**config.mk**
```make
export PLATFORM = sky130hd
export DESIGN_NAME = can_node_command_decoder
export DESIGN_NICKNAME = d
export VERILOG_FILES = /design/src/cnd_pkg.sv /design/src/cnd_decode.sv /design/src/can_node_command_decoder.sv
export VERILOG_INCLUDE_DIRS = /design/src /design/src/src
export SDC_FILE = /design/constraint.sdc
export NUM_CORES = 1
export LEC_CHECK = 0
export BUFFER_PORTS_ARGS = -buffer_cell sky130_fd_sc_hd__buf_4
export CAP_MARGIN = 25
export CELL_PAD_IN_SITES_DETAIL_PLACEMENT = 0
export CELL_PAD_IN_SITES_GLOBAL_PLACEMENT = 1
export CORE_ASPECT_RATIO = 1.2
export CORE_MARGIN = 4
export CORE_UTILIZATION = 35
export CTS_CLUSTER_SIZE = 40
export DETAILED_ROUTE_END_ITERATION = 12
export PLACE_DENSITY = 0.7
export SLEW_MARGIN = 15
export SYNTH_ARGS = -nofsm -noshare
export SYNTH_HDL_FRONTEND = slang
export SYNTH_SLANG_ARGS = --single-unit
```
**constraint.sdc**
```tcl
create_clock -name clk -period 19.5 [get_ports clk]
set_input_delay 3.9 -clock clk [delete_from_list [all_inputs] [get_ports clk]]
set_output_delay 3.9 -clock clk [all_outputs]
set_load 0.02 [all_outputs]
```
**src/can_node_command_decoder_assert.svh**
```systemverilog
// ---------------------------------------------------------------------------
// assertion macros for the can node command decoder
// concurrent checks sampled on clk, disabled while arst_n is low
// ---------------------------------------------------------------------------
`ifndef CAN_NODE_COMMAND_DECODER_ASSERT_SVH
`define CAN_NODE_COMMAND_DECODER_ASSERT_SVH

`ifndef SYNTHESIS

// consequent must hold in the same cycle as the antecedent
`define CND_ASSERT_SAME(label, ante, cons) \
	label: assert property (@(posedge clk) disable iff (!arst_n) (ante) |-> (cons)) \
		else $error("can node decoder check failed");

// consequent must hold in the cycle after the antecedent
`define CND_ASSERT_NEXT(label, ante, cons) \
	label: assert property (@(posedge clk) disable iff (!arst_n) (ante) |=> (cons)) \
		else $error("can node decoder check failed");

`else

`define CND_ASSERT_SAME(label, ante, cons)
`define CND_ASSERT_NEXT(label, ante, cons)

`endif

`endif

```
**src/cnd_pkg.sv**
```systemverilog
// ---------------------------------------------------------------------------
// cnd_pkg
// types, codes and constants shared by the can node command decoder
// ---------------------------------------------------------------------------
package cnd_pkg;

	// node numbering
	localparam logic [5:0] NODE_UNASSIGNED = 6'd63;
	localparam logic [7:0] NODE_MIN        = 8'd1;
	localparam logic [7:0] NODE_MAX        = 8'd60;

	// command codes in byte 0
	localparam logic [7:0] CMD_TIME_SET   = 8'h01;
	localparam logic [7:0] CMD_HB_OFF     = 8'h02;
	localparam logic [7:0] CMD_HB_ON      = 8'h03;
	localparam logic [7:0] CMD_FLASH_CLR  = 8'h04;
	localparam logic [7:0] CMD_HISTORY    = 8'h05;
	localparam logic [7:0] CMD_CHIP_ID    = 8'h06;
	localparam logic [7:0] CMD_ID_ASSIGN  = 8'h2a;
	localparam logic [7:0] CMD_CHARGE     = 8'h2b;
	localparam logic [7:0] CMD_VOLUME     = 8'h2c;

	// byte 1 mark and the power-off byte pattern
	localparam logic [7:0] CMD_MARK       = 8'hff;
	localparam logic [7:0] PWR_OFF_BYTE0  = 8'h55;
	localparam logic [7:0] PWR_OFF_BYTE1  = 8'haa;

	// action mask bits
	localparam logic [6:0] ACT_POWER_OFF = 7'h01;
	localparam logic [6:0] ACT_RELAY     = 7'h02;
	localparam logic [6:0] ACT_BATTERY   = 7'h04;
	localparam logic [6:0] ACT_CHARGE    = 7'h08;
	localparam logic [6:0] ACT_VOLUME    = 7'h10;
	localparam logic [6:0] ACT_TIME      = 7'h20;
	localparam logic [6:0] ACT_SOUND     = 7'h40;

	// configuration register indexes
	localparam logic [1:0] CFG_CHIP_ID     = 2'd0;
	localparam logic [1:0] CFG_ORDER_CLASS = 2'd1;
	localparam logic [1:0] CFG_SOUND_CLASS = 2'd2;

	localparam logic [1:0] SOUND_CLASS_RST = 2'd3;

	typedef enum logic [2:0] {
		REPLY_NONE    = 3'd0,
		REPLY_ACK_ID  = 3'd1,
		REPLY_CHIP_ID = 3'd2,
		REPLY_FLASH   = 3'd3,
		REPLY_HISTORY = 3'd4
	} reply_t;

	typedef struct packed {
		logic        is_standard;
		logic [10:0] frame_id;
		logic [7:0]  b0;
		logic [7:0]  b1;
		logic [7:0]  b2;
		logic [7:0]  b3;
		logic [7:0]  b4;
		logic [7:0]  b5;
		logic [7:0]  b6;
		logic [7:0]  b7;
		logic        relay_hold;
	} frame_t;

	typedef struct packed {
		logic        assigned;
		logic [5:0]  node;
		logic        heartbeat;
		logic [47:0] clock;
		logic [63:0] sound;
	} node_state_t;

	typedef struct packed {
		reply_t      reply;
		logic [6:0]  mask;
		logic [7:0]  value;
	} result_t;

	typedef struct packed {
		logic [31:0] chip_id;
		logic [1:0]  order_class;
		logic [1:0]  sound_class;
	} cfg_t;

endpackage

```
**src/cnd_decode.sv**
```systemverilog
// ---------------------------------------------------------------------------
// cnd_decode
// combinational decode of one frame against the node state
// ---------------------------------------------------------------------------
module cnd_decode
	import cnd_pkg::*;
(
	input  frame_t      frame,
	input  node_state_t cur,
	input  cfg_t        cfg,
	output node_state_t nxt,
	output result_t     res
);

	logic        done;
	logic [31:0] frame_chip;
	logic        newid_ok;
	logic        addr_hit;
	logic        unassigned;

	function automatic logic cmd_is(input frame_t f, input logic [7:0] code);
		cmd_is = (f.b0 == code) && (f.b1 == CMD_MARK);
	endfunction

	assign frame_chip = {frame.b5, frame.b4, frame.b3, frame.b2};
	assign newid_ok   = (frame.b6 >= NODE_MIN) && (frame.b6 <= NODE_MAX);
	// all seven address bits take part, so bit 6 set never matches
	assign addr_hit   = (frame.frame_id[6:0] == {1'b0, cur.node});
	assign unassigned = !cur.assigned || (cur.node == NODE_UNASSIGNED);

	always_comb begin
		nxt       = cur;
		res.reply = REPLY_NONE;
		res.mask  = '0;
		res.value = '0;
		done      = 1'b0;

		if (frame.is_standard) begin
			if (frame.frame_id[10:9] == cfg.order_class) begin
				done = 1'b1;
				if (frame.b0 == PWR_OFF_BYTE0 && frame.b1 == PWR_OFF_BYTE1) begin
					res.mask = res.mask | ACT_POWER_OFF;
				end
				if (unassigned && !frame.relay_hold) begin
					if (cmd_is(frame, CMD_ID_ASSIGN) && frame_chip == '0 && newid_ok) begin
						nxt.assigned = 1'b1;
						nxt.node     = frame.b6[5:0];
						res.reply    = REPLY_ACK_ID;
						res.mask     = res.mask | ACT_RELAY | ACT_BATTERY;
					end
				end else if (cur.assigned && !frame.relay_hold
						&& cmd_is(frame, CMD_TIME_SET)) begin
					nxt.clock = {frame.b2, frame.b3, frame.b4, frame.b5, frame.b6, frame.b7};
					res.mask  = res.mask | ACT_TIME;
				end else if (cur.assigned && !frame.relay_hold
						&& cmd_is(frame, CMD_ID_ASSIGN) && frame_chip == cfg.chip_id) begin
					if (newid_ok) begin
						nxt.node  = frame.b6[5:0];
						res.mask  = res.mask | ACT_RELAY;
						res.reply = REPLY_ACK_ID;
					end
				end else if (cmd_is(frame, CMD_HB_OFF)) begin
					nxt.heartbeat = 1'b0;
				end else if (cmd_is(frame, CMD_HB_ON)) begin
					nxt.heartbeat = 1'b1;
				end else if (cmd_is(frame, CMD_FLASH_CLR)) begin
					res.reply = REPLY_FLASH;
				end else if (addr_hit && cmd_is(frame, CMD_CHARGE)) begin
					res.mask  = res.mask | ACT_CHARGE;
					res.value = frame.b2;
					res.reply = REPLY_ACK_ID;
				end else if (addr_hit && cmd_is(frame, CMD_HISTORY)) begin
					res.reply = REPLY_HISTORY;
				end else if (addr_hit && cmd_is(frame, CMD_CHIP_ID)) begin
					res.reply = REPLY_CHIP_ID;
				end else if (addr_hit && cmd_is(frame, CMD_VOLUME)) begin
					res.mask  = res.mask | ACT_VOLUME;
					res.value = frame.b2;
					res.reply = REPLY_ACK_ID;
				end else begin
					done = 1'b0;
				end
			end
			// falls through to the sound class test
			if (!done && frame.frame_id[8:7] == cfg.sound_class) begin
				nxt.sound = {frame.b7, frame.b6, frame.b5, frame.b4,
					frame.b3, frame.b2, frame.b1, frame.b0};
				res.mask  = res.mask | ACT_SOUND;
			end
		end
	end

endmodule

```
**src/can_node_command_decoder.sv**
```systemverilog
// ---------------------------------------------------------------------------
// can_node_command_decoder
// decodes one received can frame per word for a daisy-chained node
// ---------------------------------------------------------------------------
//
//  channel   handshake               payload
//  -------   ---------------------   ---------------------------------------
//  in        in_valid / in_ready     is_standard, frame_id, data_byte0..7,
//                                    relay_hold
//  out       out_valid / out_ready   reply_code, action_mask, action_value,
//                                    node_id, assigned, heartbeat_on,
//                                    clock_value, sound_payload
//  cfg       cfg_valid / cfg_ready   cfg_index, cfg_data (always ready)
//
//  one word per cycle sustained while out_ready holds; an accepted word goes
//  into the input register, then is decoded into the result register
//  node state updates at the same edge that loads the result register
//  reset gives node 63 unassigned, heartbeat on, clock and sound cleared
//  a stalled output holds the input stage, which still takes a word if empty
//
module can_node_command_decoder
	import cnd_pkg::*;
(
	input  logic        clk,
	input  logic        arst_n,

	input  logic        in_valid,
	output logic        in_ready,
	input  logic        is_standard,
	input  logic [10:0] frame_id,
	input  logic [7:0]  data_byte0,
	input  logic [7:0]  data_byte1,
	input  logic [7:0]  data_byte2,
	input  logic [7:0]  data_byte3,
	input  logic [7:0]  data_byte4,
	input  logic [7:0]  data_byte5,
	input  logic [7:0]  data_byte6,
	input  logic [7:0]  data_byte7,
	input  logic        relay_hold,

	output logic        out_valid,
	input  logic        out_ready,
	output logic [2:0]  reply_code,
	output logic [6:0]  action_mask,
	output logic [7:0]  action_value,
	output logic [5:0]  node_id,
	output logic        assigned,
	output logic        heartbeat_on,
	output logic [47:0] clock_value,
	output logic [63:0] sound_payload,

	input  logic        cfg_valid,
	output logic        cfg_ready,
	input  logic [1:0]  cfg_index,
	input  logic [31:0] cfg_data
);

	`include "can_node_command_decoder_assert.svh"

	// configuration registers
	cfg_t        cfg_q;

	// input stage
	logic        valid_s1;
	frame_t      frame_s1;

	// node state
	node_state_t state_q;
	node_state_t state_nxt;

	// result register
	logic        out_valid_q;
	result_t     result_q;
	node_state_t out_state_q;
	result_t     result_nxt;

	logic        advance;

	// the decode stage moves when the result register is free or being drained
	assign advance   = !out_valid_q || out_ready;
	assign in_ready  = !valid_s1 || advance;
	assign cfg_ready = 1'b1;

	// configuration writes, index beyond the list is dropped
	always_ff @(posedge clk or negedge arst_n) begin
		if (!arst_n) begin
			cfg_q.chip_id     <= '0;
			cfg_q.order_class <= '0;
			cfg_q.sound_class <= SOUND_CLASS_RST;
		end else if (cfg_valid) begin
			case (cfg_index)
				CFG_CHIP_ID:     cfg_q.chip_id     <= cfg_data;
				CFG_ORDER_CLASS: cfg_q.order_class <= cfg_data[1:0];
				CFG_SOUND_CLASS: cfg_q.sound_class <= cfg_data[1:0];
				default: ;
			endcase
		end
	end

	// input register
	always_ff @(posedge clk or negedge arst_n) begin
		if (!arst_n) begin
			valid_s1 <= 1'b0;
		end else if (in_ready) begin
			valid_s1 <= in_valid;
		end
	end

	always_ff @(posedge clk) begin
		if (in_valid && in_ready) begin
			frame_s1.is_standard <= is_standard;
			frame_s1.frame_id    <= frame_id;
			frame_s1.b0          <= data_byte0;
			frame_s1.b1          <= data_byte1;
			frame_s1.b2          <= data_byte2;
			frame_s1.b3          <= data_byte3;
			frame_s1.b4          <= data_byte4;
			frame_s1.b5          <= data_byte5;
			frame_s1.b6          <= data_byte6;
			frame_s1.b7          <= data_byte7;
			frame_s1.relay_hold  <= relay_hold;
		end
	end

	// frame decode against the current node state
	cnd_decode u_decode (
		.frame (frame_s1),
		.cur   (state_q),
		.cfg   (cfg_q),
		.nxt   (state_nxt),
		.res   (result_nxt)
	);

	// node state commits as the word leaves the decode stage
	always_ff @(posedge clk or negedge arst_n) begin
		if (!arst_n) begin
			state_q.assigned  <= 1'b0;
			state_q.node      <= NODE_UNASSIGNED;
			state_q.heartbeat <= 1'b1;
			state_q.clock     <= '0;
			state_q.sound     <= '0;
		end else if (valid_s1 && advance) begin
			state_q <= state_nxt;
		end
	end

	// result register
	always_ff @(posedge clk or negedge arst_n) begin
		if (!arst_n) begin
			out_valid_q <= 1'b0;
		end else if (advance) begin
			out_valid_q <= valid_s1;
		end
	end

	always_ff @(posedge clk) begin
		if (valid_s1 && advance) begin
			result_q    <= result_nxt;
			out_state_q <= state_nxt;
		end
	end

	assign out_valid     = out_valid_q;
	assign reply_code    = result_q.reply;
	assign action_mask   = result_q.mask;
	assign action_value  = result_q.value;
	assign node_id       = out_state_q.node;
	assign assigned      = out_state_q.assigned;
	assign heartbeat_on  = out_state_q.heartbeat;
	assign clock_value   = out_state_q.clock;
	assign sound_payload = out_state_q.sound;

	// an unassigned node always reports the unassigned number
	`CND_ASSERT_SAME(a_unassigned_node, out_valid && !assigned, node_id == NODE_UNASSIGNED)

	// an assigned node number stays inside the legal range
	`CND_ASSERT_SAME(a_node_range, out_valid && assigned,
		node_id >= NODE_MIN[5:0] && node_id <= NODE_MAX[5:0])

	// a setting value only comes with a charge or volume action
	`CND_ASSERT_SAME(a_value_action, out_valid && action_value != '0,
		(action_mask & (ACT_CHARGE | ACT_VOLUME)) != '0)

	// a stalled result keeps the input stage from being overwritten
	`CND_ASSERT_NEXT(a_stall_holds_s1, valid_s1 && out_valid_q && !out_ready, valid_s1)

endmodule

```
==> impl_metrics.toml, run 1 <==
[setup_path]
r2r_slack_ns = 14.65
worstPathMaxFanout = 3
required_ns = 15.60
endpoint = "in_ready"
worstPathArrival_ns = 4.38
r2r_end = "sound_payload[52]$_DFFE_PP_"
r2r_start = "frame_s1[42]$_DFFE_PP_"
rr_worst_depth = 8
worst_setup_path_end_kind = "output port"
critPathLaunch = "out_ready"
path_class = "primary input to output port"
startpoint_type = "primary input"

[place]
port_buffers = 255
place.gp.congestion = 0.731
dpl.cell_count = 1634
place_hpwl_um = 24800

[finish]
fin_nets = 1242
fillers = 3829
multiInputGateArea_um2 = 4490
seq_area_um2 = 10400
drive_above_1_share_pct = 53.8
area_growth_pct = 25.4
finalNonFillerCells = 1712

[power]
irDropWorstVdd_mv = 0.0729
p_leak_nw = 8.07
p_per_area_nw_per_um2 = 118

[routing]
routed_wl_um = 37200
post-route-drc-count = 0
post_drt_wl_per_cell_um = 21.8
drtAntennaViolNets = 0
dr.first_iter.drc_count = 321
num_vias = 8194
drt_first_pass_iters = 4
via_per_inst = 4.79

[global_route]
grt_pass1_wl_um = 56100
grt.met1_usage_pct = 20.5
grtUsageTotal_pct = 15.8
grt_overflow = 0
grt_pass1_vias = 8797
antenna_found_initial = 2
gr-max-usage-layer = "met2"
gr-usage-met3_pct = 3.15
grt_max_degree = 87
grt_use_met2_pct = 27.2

[job]
drv_cap = 0

[clock_tree]
cts.sinks = 373
cts_tree = "done"
htree_num_levels = 2
worst_skew_pair.late_latency_ns = 0.55
cts-root-buf = "clkbuf_16"
cts_buffers = 41
hold_buffers = 0
cts_max_path_buffers = 3
post_cts_resized = 0
postCtsSetupBuffers = 0
cts.clk_slew.worst_paths_ns = 0.06

[timing]
fin_tns_setup_ns = 0
min_period_ns = 8.28
max_slew.worst_pin.slew_ns = 1.03
slew_viol_final = 0
rsz0062_at_grt = "no"
fmax_ghz = 0.121
clock_skew_ns = 0.0129
setup_violations = 0
fin_crit_sh_pct = 42.5
slew_headroom_pct = 31.3
finalHoldViolations = 0

[floorplan]
start_util_pct = 35.3
dieArea_um2 = 46600
dieWidth_um = 198
coreArea_um2 = 42800
die_y_um = 236
rows = 83
io_pins = 257

[logic_synthesis]
synth.avg_cell_area_um2 = 17.8
yosys_warnings = 0
ys.flop_type = "edfxtp_1"
synthArstFlopShare_pct = 42.4
ys_seq_area_share_pct = 68.9
syn_area_um2 = 15100
syn_nets = 965
synth_edf_count = 215
syn-instance-count = 849
synth_seq_cells = 373
synth_cell_types = 52

[worst_hold_path]
hold_class = "flop to flop"

[outcome]
status = "finished, final reports clean"
==> worst min path at each step <==
stage | cells past startpoint | from | end | slack [ns]
2_1_floorplan | 1 | valid_s1$_DFFE_PN0N_ | out_valid$_DFFE_PN0P_ | 0.45
3_3_place_gp | 1 | valid_s1$_DFFE_PN0N_ | out_valid$_DFFE_PN0P_ | 0.48
3_5_place_dp | 1 | valid_s1$_DFFE_PN0N_ | out_valid$_DFFE_PN0P_ | 0.48
4_1_cts | 1 | state_q[85]$_DFFE_PN0P_ | state_q[85]$_DFFE_PN0P_ | 0.50
5_1_grt | 1 | state_q[27]$_DFFE_PN0P_ | state_q[27]$_DFFE_PN0P_ | 0.51
6_report | 1 | state_q[85]$_DFFE_PN0P_ | state_q[85]$_DFFE_PN0P_ | 0.50
==> where the power goes <==
group | switching [W] | internal, W | total [W]
Sequential | 0.0000779 | 0.00100 | 0.00108
Clock | 0.000314 | 0.000448 | 0.000762
Combinational | 0.000170 | 0.000232 | 0.000401
==> cell usage in the layout (no fill, tap or decap), drive strengths merged, types with 2 or more instances in the layout <==
master	synthesis	layout
nor2	13	13
and3	3	3
clkbuf	9	59
or4	6	6
clkinv	0	11
dfrtp	149	149
a21oi	5	5
nand2	12	12
nor3b	3	3
nand2b	6	6
mux2	271	271
or3	3	3
and2	10	10
nand3b	3	3
nand3	3	3
a21o	2	2
nor3	5	5
nor4b	3	3
xor2	35	35
nand4	8	8
buf	24	266
dfstp	9	9
bufinv	0	2
inv	3	6
a2111oi	2	2
nor4	18	18
xnor2	7	7
o21ai	4	4
clkinvlp	0	2
edfxtp	215	215
or2	2	2
==> state kept, by name, summed over array words and instances (netlist names) <==
name and flops:
state_q 120, frame_s1 77, sound_payload 64, clock_value 48, cfg_q 36, action_value 8, action_mask 7, node_id 6
reply_code 3, assigned 1, heartbeat_on 1, out_valid 1, valid_s1 1
==> critical path: stages <==
cell      delay (ns)
buf_4           0.11
nand3b_1        0.19
buf_4           0.18
==> kinds of logic (layout without fill, tap and decap cells) <==
| family | Yosys count | count (layout) | share of synthesized area, % |
|---|---|---|---|
| AO/OA/AOI/OAI | 23 | 23 | 1.26 |
| XOR/XNOR | 42 | 42 | 2.43 |
| buffers and inverters | 36 | 346 | 1.59 |
| flip-flops | 373 | 373 | 68.9 |
| multiplexers | 272 | 272 | 21.7 |
| other | 1 | 2 | 0.0248 |
| AND/OR/NAND/NOR | 102 | 102 | 4.05 |
==> routing by layer <==
layer,wire length (um),part of all wire [%]
met5,13,0.035
met4,589,1.6
met1,15600,42
met3,1870,5.0
met2,19200,51
==> stage by stage <==
step / power (W) / hold slack, ns / utilization, % / cell area (um^2) / setup WS, ns
after CTS: 0.00228 / 0.503 / 44.3 / 18900 / 11.22
final: 0.00224 / 0.501 / 44.3 / 19000 / 11.22
after global routing: 0.00235 / 0.513 / 44.3 / 19000 / 11.19
after global placement: 0.00149 / 0.477 / 41.2 / 17600 / 11.23
after floorplan: 0.00135 / 0.449 / - / 15100 / 9.79
after detailed placement: 0.00150 / 0.478 / 41.2 / 17600 / 11.22
==> cells in the mapped netlist (all sizes together), types with 7 or more instances <==
cell      n  area [um^2]
mux2    271         3280
edfxtp  215         6460
dfrtp   149         3730
xor2     35          307
buf      24          195
nor4     18          119
nor2     13         48.8
nand2    12         45.0
and2     10         62.6
clkbuf    9         33.8
dfstp     9          236
nand4     8         50.1
xnor2     7         61.3
==> area by class of cell <==
type	instances	area share, %
inverter	3	0.0594
multi-input combinational	440	23.7
tap	552	3.64
timing repair buffer	267	10.7
clock buffer	58	6.18
sequential	373	54.9
clock inverter	18	0.805
antenna	1	0.0132
Power figures use the tool's default switching activity.
==> run 2, diff against run 1 <==
--- a/config.mk
+++ b/config.mk
@@ -15,7 +15,7 @@
 export CORE_UTILIZATION = 35
 export CTS_CLUSTER_SIZE = 40
 export DETAILED_ROUTE_END_ITERATION = 12
-export PLACE_DENSITY = 0.7
+export PLACE_DENSITY = 0.72
 export SLEW_MARGIN = 15
 export SYNTH_ARGS = -nofsm -noshare
 export SYNTH_HDL_FRONTEND = slang
==> constraint.sdc (replaced) <==
create_clock -name clk -period 6.8 [get_ports clk]
set_input_delay 1.36 -clock clk [delete_from_list [all_inputs] [get_ports clk]]
set_output_delay 1.36 -clock clk [all_outputs]
set_load 0.02 [all_outputs]
==> run 2 against run 1 <==
  * Die area is the same
  * Register-to-register slack lost 12 ns
  * Critical path depth grew 5
  * Critical path type is now flop to flop
  * Non-clock buffer count shrank 2
  * Setup slack lost 8.9 ns
==> impl_metrics.toml, run 2 (same netlist as run 1, synthesis figures left out) <==
[outcome]
status = "finished, final reports clean"

[floorplan]
rows = 83
start_util_pct = 35.3
dieWidth_um = 198
io_pins = 257
die_y_um = 236
coreArea_um2 = 42800
dieArea_um2 = 46600

[power]
seqPwrFrac_pct = 47.9
swShare_pct = 25.3
p_per_area_nw_per_um2 = 341
switching_power_w = 0.00164
p_leak_nw = 8.07
combPwrFrac_pct = 18.0
clock_power_share_pct = 34.0
internal_power_w = 0.00483
irDropWorstVdd_mv = 0.250

[global_route]
grt_max_degree = 64
grt_pass1_vias = 8669
antenna_found_initial = 1
grt_overflow = 0
grt_use_met2_pct = 26.2
gr-usage-met3_pct = 3.28
grt_pass1_wl_um = 55800
grt.met1_usage_pct = 21.3
grtUsageTotal_pct = 15.8
gr-max-usage-layer = "met2"

[worst_hold_path]
min_to = "out_valid$_DFFE_PN0P_"
hold_class = "flop to flop"
min_path_cells = 1
hp-start = "valid_s1$_DFFE_PN0N_"

[clock_tree]
postCtsSetupBuffers = 0
cts_buffers = 41
htree_num_levels = 2
cts.clk_slew.worst_paths_ns = 0.06
post_cts_resized = 0
cts_max_path_buffers = 3
worst_skew_pair.late_latency_ns = 0.55
cts.sinks = 373
cts-root-buf = "clkbuf_16"
cts_tree = "done"
hold_buffers = 0

[timing]
slew_viol_final = 0
fin_crit_sh_pct = 66.5
setup_violations = 0
clock_skew_ns = 0.0145
rsz0062_at_grt = "no"
max_slew.worst_pin.slew_ns = 1.01
finalHoldViolations = 0
slew_headroom_pct = 32.0
fin_tns_setup_ns = 0
min_period_ns = 4.52
fmax_ghz = 0.221

[place]
port_buffers = 255
placedInstanceArea_um2 = 17600
place.gp.congestion = 0.764
place_hpwl_um = 25100

[routing]
drt_first_pass_iters = 7
drtAntennaViolNets = 0
post_drt_wl_per_cell_um = 22.0
dr.first_iter.drc_count = 340
via_per_inst = 4.83
post-route-drc-count = 0
num_vias = 8265
routed_wl_um = 37600

[finish]
fin_nets = 1240
layout_common_cells = "buf_4, edfxtp_1, mux2_2"
post-route-util_pct = 44.3
drive_above_1_share_pct = 53.9
area_growth_pct = 25.5
multiInputGateArea_um2 = 4500
largest-register = "state_q"
fillers = 3812
largest_register_ff_count = 120
final_common_cell = "buf_4"
seq_area_um2 = 10400
design_area_um2 = 19000

[setup_path]
startpoint_type = "flop"
required_ns = 7.10
worstPathArrival_ns = 4.82
r2r_start = "frame_s1[42]$_DFFE_PP_"
worstPathMaxFanout = 28
rr_worst_depth = 8
path_class = "flop to flop"
r2r_end = "sound_payload[55]$_DFFE_PP_"
r2r_slack_ns = 2.28
worst_setup_path_end_kind = "flop"

[job]
drv_cap = 0
==> run 2: cell count changes in the layout (fill, tap and decap cells not counted) <==
cell and delta:
buf_4 -2, nand2_2 -1, clkinvlp_4 +3, clkbuf_8 +1, clkinv_1 -3, clkinv_4 +1
nand2_4 +1, inv_6 -1, clkinv_2 -1, buf_12 +1, buf_16 -1
==> run 2: worst max path at each step <==
stage,start,endpoint,slack [ns],depth (start not counted)
2_1_floorplan,out_ready,state_q[0]$_DFFE_PN0P_,2.14,6
3_3_place_gp,frame_s1[42]$_DFFE_PP_,sound_payload[57]$_DFFE_PP_,2.24,8
6_report,frame_s1[42]$_DFFE_PP_,sound_payload[55]$_DFFE_PP_,2.28,8
3_5_place_dp,frame_s1[42]$_DFFE_PP_,sound_payload[55]$_DFFE_PP_,2.26,8
5_1_grt,frame_s1[42]$_DFFE_PP_,sound_payload[57]$_DFFE_PP_,2.15,8
4_1_cts,frame_s1[42]$_DFFE_PP_,sound_payload[55]$_DFFE_PP_,2.22,8
==> run 2: cell type report <==
class,instances,area share (%)
well taps,552,3.64
flip-flops and latches,373,54.9
repair buffers,265,10.6
inverters,3,0.0593
clock inverters,17,0.837
multi-input cells,440,23.7
diodes,1,0.0132
clock buffers,59,6.25
==> run 2: worst max-delay path, cell delays in order (launching register included) <==
cell and delay, ns:
edfxtp_1 0.53, xor2_1 0.22, nor4_1 0.61, nand4_1 0.30, or4_1 0.69, and3_4 0.24
o21ai_4 0.69, buf_4 0.54, mux2_2 0.40
==> run 2: through the flow <==
| stage | instances | worst slack [ns] | hold slack [ns] | total power (W) |
|---|---|---|---|---|
| floorplan | 849 | 2.14 | 0.449 | 0.00386 |
| global placement | 1633 | 2.24 | 0.471 | 0.00429 |
| detailed placement | 1633 | 2.26 | 0.486 | 0.00432 |
| CTS | 1709 | 2.22 | 0.493 | 0.00655 |
| global route | 1709 | 2.15 | 0.511 | 0.00674 |
| finish | 1710 | 2.28 | 0.493 | 0.00647 |
==> run 2: routing by layer <==
metal  vias up  part of all wire, %
met4         0                  1.7
met2       241                   50
met1      4214                   43
li1       3765                    -
met3        45                  5.0
met5         -                    0
==> run 2: power groups by stage <==
stage | Clock (W) | Combinational, W | Sequential, W
final | 0.00220 | 0.00117 | 0.00310
after global routing | 0.00236 | 0.00124 | 0.00314
after CTS | 0.00227 | 0.00119 | 0.00310
after detailed placement | 0 | 0.00118 | 0.00314
after global placement | 0 | 0.00116 | 0.00313
after floorplan | 0 | 0.000626 | 0.00323
